--- src/hdl/lslf_pkg.sv ---
`timescale 1ns / 1ps
package lslf_pkg;

   // fixed field and accumulator widths
   localparam int VAL_W   = 24;
   localparam int SX_W    = 37;
   localparam int SXY_W   = 60;
   localparam int RES_W   = 32;
   localparam int STAT_W  = 3;
   localparam int WIDE_W  = 128;
   localparam int OP_W    = 64;
   localparam int CHUNK_W = 16;
   localparam int PP_W    = OP_W + CHUNK_W;
   localparam int CSR_IDX_W = 2;

   // abscissa limits, Q12.12
   localparam logic signed [VAL_W:0] ABS_MAX = 25'sd8388607;
   localparam logic signed [VAL_W:0] ABS_MIN = -25'sd8388608;

   // register indexes
   localparam logic [CSR_IDX_W-1:0] REG_X_ORIGIN = 2'd0;
   localparam logic [CSR_IDX_W-1:0] REG_X_STEP   = 2'd1;

   // fit status codes
   localparam logic [STAT_W-1:0] FIT_NORMAL   = 3'd0;
   localparam logic [STAT_W-1:0] FIT_EMPTY    = 3'd1;
   localparam logic [STAT_W-1:0] FIT_SINGLE   = 3'd2;
   localparam logic [STAT_W-1:0] FIT_SINGULAR = 3'd3;
   localparam logic [STAT_W-1:0] FIT_OVERFLOW = 3'd4;

   // product selection: which term the shared multiplier forms
   typedef logic [2:0] mul_idx_type;
   localparam mul_idx_type MUL_N_SXX  = 3'd0;
   localparam mul_idx_type MUL_SX_SX  = 3'd1;
   localparam mul_idx_type MUL_N_SXY  = 3'd2;
   localparam mul_idx_type MUL_SX_SY  = 3'd3;
   localparam mul_idx_type MUL_SY_SXX = 3'd4;
   localparam mul_idx_type MUL_SX_SXY = 3'd5;

   // division selection
   typedef logic [1:0] div_sel_type;
   localparam div_sel_type DIV_SINGLE = 2'd0;
   localparam div_sel_type DIV_SLOPE  = 2'd1;
   localparam div_sel_type DIV_ICEPT  = 2'd2;

   typedef struct packed {
      logic signed [VAL_W-1:0] sample;
      logic                    carries_sample;
      logic                    last;
   } req_type;

   typedef struct packed {
      logic signed [RES_W-1:0] slope;
      logic signed [RES_W-1:0] intercept;
      logic [STAT_W-1:0]       fit_status;
   } rsp_type;

   typedef struct packed {
      logic        accept;
      logic        clear;
      logic        zero_res;
      logic        mul_start;
      mul_idx_type mul_idx;
      logic        div_start;
      div_sel_type div_sel;
   } cmd_type;

   typedef struct packed {
      logic n_zero;
      logic n_one;
      logic sx_zero;
      logic d_zero;
      logic overflowed;
      logic mul_done;
      logic div_done;
   } stat_type;

   // signed 32-bit saturation of a rounded quotient magnitude
   function automatic logic signed [RES_W-1:0] sat_quot(input logic [WIDE_W-1:0] q,
                                                       input logic neg);
      logic big;
      big = (q[WIDE_W-1:RES_W-1] != '0);
      if (neg) begin
         sat_quot = big ? {1'b1, {(RES_W-1){1'b0}}} : -q[RES_W-1:0];
      end else begin
         sat_quot = big ? {1'b0, {(RES_W-1){1'b1}}} : q[RES_W-1:0];
      end
   endfunction

endpackage

--- src/hdl/lslf_ctrl.sv ---
`timescale 1ns / 1ps
module lslf_ctrl import lslf_pkg::*; (
   input  logic              clock,
   input  logic              reset,
   input  logic              req_valid,
   input  logic              req_last,
   input  logic              rsp_stall,
   input  stat_type          stat,
   output logic              req_stall,
   output logic              rsp_valid,
   output logic [STAT_W-1:0] fit_status,
   output cmd_type           cmd
);

   typedef enum logic [2:0] {
      ST_IDLE, ST_EVAL, ST_MUL_GO, ST_MUL_WAIT, ST_CHECK, ST_DIV_WAIT
   } state_type;

   state_type         state_ff, state_in;
   mul_idx_type       mul_idx_ff, mul_idx_in;
   div_sel_type       div_sel_ff, div_sel_in;
   logic              rsp_valid_ff, rsp_valid_in;
   logic [STAT_W-1:0] status_ff, status_in;
   logic              finish;
   logic [STAT_W-1:0] code;

   // a closing item waits while the previous result is still held
   assign req_stall  = (state_ff != ST_IDLE) || (rsp_valid_ff && req_last);
   assign rsp_valid  = rsp_valid_ff;
   assign fit_status = status_ff;

   // sequencing of the fit
   always_comb begin
      state_in   = state_ff;
      mul_idx_in = mul_idx_ff;
      div_sel_in = div_sel_ff;
      cmd        = '0;
      finish     = 1'b0;
      code       = FIT_NORMAL;
      cmd.accept = req_valid && !req_stall;
      cmd.mul_idx = mul_idx_ff;
      cmd.div_sel = div_sel_ff;
      case (state_ff)
         ST_IDLE: begin
            if (cmd.accept && req_last) begin
               state_in = ST_EVAL;
            end
         end
         ST_EVAL: begin
            cmd.zero_res = 1'b1;
            if (stat.n_zero) begin
               finish = 1'b1;
               code   = FIT_EMPTY;
            end else if (stat.n_one) begin
               code = FIT_SINGLE;
               if (stat.sx_zero) begin
                  finish = 1'b1;
               end else begin
                  cmd.div_start = 1'b1;
                  cmd.div_sel   = DIV_SINGLE;
                  div_sel_in    = DIV_SINGLE;
                  state_in      = ST_DIV_WAIT;
               end
            end else begin
               mul_idx_in = MUL_N_SXX;
               state_in   = ST_MUL_GO;
            end
         end
         ST_MUL_GO: begin
            cmd.mul_start = 1'b1;
            state_in      = ST_MUL_WAIT;
         end
         ST_MUL_WAIT: begin
            if (stat.mul_done) begin
               if (mul_idx_ff == MUL_SX_SXY) begin
                  state_in = ST_CHECK;
               end else begin
                  mul_idx_in = mul_idx_ff + 3'd1;
                  state_in   = ST_MUL_GO;
               end
            end
         end
         ST_CHECK: begin
            if (stat.d_zero) begin
               finish = 1'b1;
               code   = FIT_SINGULAR;
            end else begin
               cmd.div_start = 1'b1;
               cmd.div_sel   = DIV_SLOPE;
               div_sel_in    = DIV_SLOPE;
               state_in      = ST_DIV_WAIT;
            end
         end
         ST_DIV_WAIT: begin
            code = (div_sel_ff == DIV_SINGLE) ? FIT_SINGLE : FIT_NORMAL;
            if (stat.div_done) begin
               if (div_sel_ff == DIV_SLOPE) begin
                  cmd.div_start = 1'b1;
                  cmd.div_sel   = DIV_ICEPT;
                  div_sel_in    = DIV_ICEPT;
               end else begin
                  finish = 1'b1;
               end
            end
         end
         default: begin
            state_in = ST_IDLE;
         end
      endcase
      if (finish) begin
         cmd.clear = 1'b1;
         state_in  = ST_IDLE;
      end
   end

   // result transfer flag and status
   always_comb begin
      rsp_valid_in = rsp_valid_ff;
      status_in    = status_ff;
      if (rsp_valid_ff && !rsp_stall) begin
         rsp_valid_in = 1'b0;
      end
      if (finish) begin
         rsp_valid_in = 1'b1;
         status_in    = stat.overflowed ? FIT_OVERFLOW : code;
      end
   end

   always_ff @(posedge clock) begin
      if (reset) begin
         state_ff     <= ST_IDLE;
         mul_idx_ff   <= MUL_N_SXX;
         div_sel_ff   <= DIV_SINGLE;
         rsp_valid_ff <= 1'b0;
         status_ff    <= FIT_NORMAL;
      end else begin
         state_ff     <= state_in;
         mul_idx_ff   <= mul_idx_in;
         div_sel_ff   <= div_sel_in;
         rsp_valid_ff <= rsp_valid_in;
         status_ff    <= status_in;
      end
   end

endmodule

--- config.mk ---
export PLATFORM = sky130hd
export DESIGN_NAME = lslf_ctrl
export DESIGN_NICKNAME = d
export VERILOG_FILES = /design/src/hdl/lslf_pkg.sv /design/src/hdl/lslf_ctrl.sv
export SDC_FILE = /design/constraint.sdc
export NUM_CORES = 1
export LEC_CHECK = 0
export BUFFER_PORTS_ARGS = -buffer_cell sky130_fd_sc_hd__buf_2
export CORE_UTILIZATION = 50
export DETAILED_ROUTE_END_ITERATION = 6
export HOLD_SLACK_MARGIN = 0.1
export PLACE_DENSITY = 0.76
export SLEW_MARGIN = 20
export SYNTH_ARGS = -nofsm -noshare
export SYNTH_HDL_FRONTEND = slang
export SYNTH_SLANG_ARGS = --single-unit
--- constraint.sdc ---
create_clock -name clock -period 4.9 [get_ports clock]
set_clock_uncertainty 0.1 [all_clocks]
set_input_delay 0.245 -clock clock [delete_from_list [all_inputs] [get_ports clock]]
set_output_delay 0.245 -clock clock [all_outputs]
set_load 0.02 [all_outputs]
==> flow_metrics.py <==
metrics = {
    "power_and_ir_drop": {
        "vdd_drop_max_v": 0.0003450,
        "power_density_nw_per_um2": 406.8,
        "p_leak_nw": 0.4053,
        "power_mw": 0.4128,
    },
    "detailed_routing": {
        "vias": 867,
        "drt_wl_total_um": 2003,
        "drtIter0Drc": 23,
        "drt-wirelength-per-cell_um": 13.91,
        "ant_nets": 0,
        "dr.pass1.iters": 6,
        "drc_errors": 2,
        "viasPerCell": 6.021,
    },
    "logic_synthesis": {
        "synthAdderAreaFrac_pct": 2.869,
        "ys.flop_type": "dfxtp_1",
        "synth-seq-area-share_pct": 27.55,
        "synth-compound-area-share_pct": 25.11,
        "ys_async_sr_fraction_pct": 0,
        "syn-num-nets": 120,
        "yosys.area_share.xor_xnor_pct": 0,
        "yosys.area.top_type": "dfxtp_1",
        "synthSimpleGateAreaFrac_pct": 37.30,
        "syn_avg_cell_area_um2": 8.227,
        "syn_inst": 106,
        "synth_cell_types": 42,
        "synth_top_family_by_area": "simple AND/OR/NAND/NOR gates",
        "synth_edf_count": 0,
        "yosys_register_bits": 12,
        "syn-cell-area_um2": 872.1,
        "synth_top_area_share_pct": 27.55,
        "muxShareOfSynthArea_pct": 0,
        "yosysWarnings": 0,
        "yosys-top-cells-area": "dfxtp_1 28%, a21oi_1 5.7%, nand4bb_1 3.9%",
    },
    "grt": {
        "grtUsageTotal_pct": 23.36,
        "grt_overflow_total": 0,
        "grt_max_degree": 27,
        "antenna_found_initial": 0,
        "grt_pass1_vias": 784,
        "grt_pass1_wl_um": 3367,
    },
    "timing": {
        "tightest_slew_ns": 0.7769,
        "setup_slack_ns": 2.467,
        "slew_violations": 0,
        "maxSlewHeadroom_pct": 48.14,
        "fin_crit_sh_pct": 49.65,
        "setup_violations": 0,
        "final_hold_viol_count": 0,
        "fin_crit_ns": 2.433,
        "max_freq_mhz": 411.0,
        "final.setup.tns_ns": 0,
        "rsz0062_at_grt": "false",
    },
    "final_layout": {
        "syn_to_final_growth_pct": 16.36,
        "drive_above_1_share_pct": 28.13,
        "n_fill_cell": 139,
        "final_nets": 143,
        "fin_area_um2": 1015,
        "diodes": 0,
    },
    "clock_network": {
        "cts-htree-levels": 1,
        "cts.sinks": 12,
        "cts_hold_buffers": 0,
        "cts.repair.resized": 0,
        "postCtsSetupBuffers": 0,
        "cts_tree": "yes",
        "clock_latency_ns": 0.28,
        "root_buffer": "clkbuf_4",
        "numCtsBuffers": 3,
        "clockBufferDepth": 2,
        "path_clk_slew_ns": 0.08,
    },
    "run_status": {
        "violations": "design-rule violations",
        "status": "complete, but fails checks",
    },
    "die": {
        "die_w_um": 43.77,
        "num_io_pins": 27,
        "core_um2": 1559,
        "rows": 14,
        "chipHeight_um": 43.77,
        "design.die.area_um2": 1915,
        "initial_core_util_pct": 55.94,
    },
    "setup_path": {
        "cp_data_required_time_ns": 4.55,
        "critPathMaxFanout": 26,
        "arrival_ns": 2.09,
        "cp-start-kind": "register",
        "worstSetupPathType": "register to output pin",
        "endpoint_kind": "output pin",
    },
    "place": {
        "dp_slack_ns": 2.666,
        "gp_congestion": 0.8745,
        "dp_hpwl_um": 1499,
        "placed_cell_area_um2": 978.4,
        "io_buffers": 26,
    },
    "run": {
        "drv_cap": 0,
    },
    "min_path": {
        "hold_class": "primary input to register",
    },
}
## synthesized netlist by cell type (2+ instances only)
cell / count
a21oi_1: 10
nand2b_1: 5
nand3b_1: 3
o211ai_1: 2
ha_1: 2
nand4bb_1: 3
dfxtp_1: 12
inv_1: 5
nor3b_1: 3
nand3_1: 2
or4_1: 3
nor3_1: 2
buf_4: 2
nor2_1: 5
o21ai_0: 4
nor2b_1: 5
a31oi_1: 4
buf_2: 5
nand2_1: 6
## logic make-up (layout without fill, tap and decap cells)
family	Yosys count	count (layout)
and+or+nand+nor	47	47
AOI/OAI and AO/OA	32	32
buffers and inverters	13	35
DFF	12	12
adders and majority gates	2	2
## layer usage
metal	part of all wire [%]	vias to the layer above	global-route usage (%)
li1	-	444	-
met1	45	399	29.49
met2	50	22	39.10
met3	3.6	2	4.167
met4	0.50	0	9.375
met5	0	-	0
## where the power goes
part / total, mW / switching, mW / internal (mW)
clock network: 0.0814 / 0.0362 / 0.0452
logic: 0.184 / 0.107 / 0.0772
registers: 0.147 / 0.0376 / 0.110
## sequential cells by signal, indices dropped and copies added, names as in the netlist
| name | cells |
|---|---|
| state_ff | 3 |
| fit_status | 3 |
| rsp_valid | 1 |
| div_sel_ff | 2 |
| mul_idx_ff | 3 |
## worst max-delay path, stage by stage (launching register included)
cell and delay (ns):
dfxtp_1 0.83, nand4bb_1 0.28, o211a_1 0.33, nand2_1 0.17, buf_2 0.20
## stage by stage
stage	hold slack (ns)	std cells	util, %
floorplan	0.2166	106	-
global route	0.1484	144	65.09
global placement	0.3529	140	62.76
finish	0.1462	144	65.09
CTS	0.1359	144	65.09
detailed placement	0.3532	140	62.76
## worst paths after layout
path / start / endpoint / slack (ns) / cells after the start
worst max-delay path: state_ff[0]$_SDFFE_PP0P_ / cmd[8] / 2.47 / 4
worst max register to register: state_ff[0]$_SDFFE_PP0P_ / state_ff[1]$_SDFFE_PP0P_ / 2.64 / 4
worst min register to register: fit_status[2]$_SDFFE_PP0P_ / fit_status[2]$_SDFFE_PP0P_ / 0.36 / 2
worst min-delay path: rsp_stall / rsp_valid$_SDFFE_PP0P_ / 0.15 / 3
## layout by cell type (no fill, tap or decap), types with 2 or more instances in the layout
cell and n:
a21oi_1 10, a31oi_1 4, buf_2 26, clkbuf_4 3, dfxtp_1 12, ha_1 2, inv_1 5, nand2_1 6
nand2b_1 5, nand3_1 2, nand3b_1 3, nand4bb_1 3, nor2_1 5, nor2b_1 5, nor3_1 2, nor3b_1 3
o211ai_1 2, o21ai_0 4, or4_1 3
## cell type report
class | instances | area [µm²] | share of cell area [%]
clock buffer | 4 | 36.28 | 3.576
inverter | 5 | 18.77 | 1.850
multi-input combinational | 81 | 569.3 | 56.10
sequential | 12 | 240.2 | 23.67
tap | 16 | 20.02 | 1.973
timing repair buffer | 26 | 130.1 | 12.82
No activity file was read; power rests on OpenSTA's default activity.
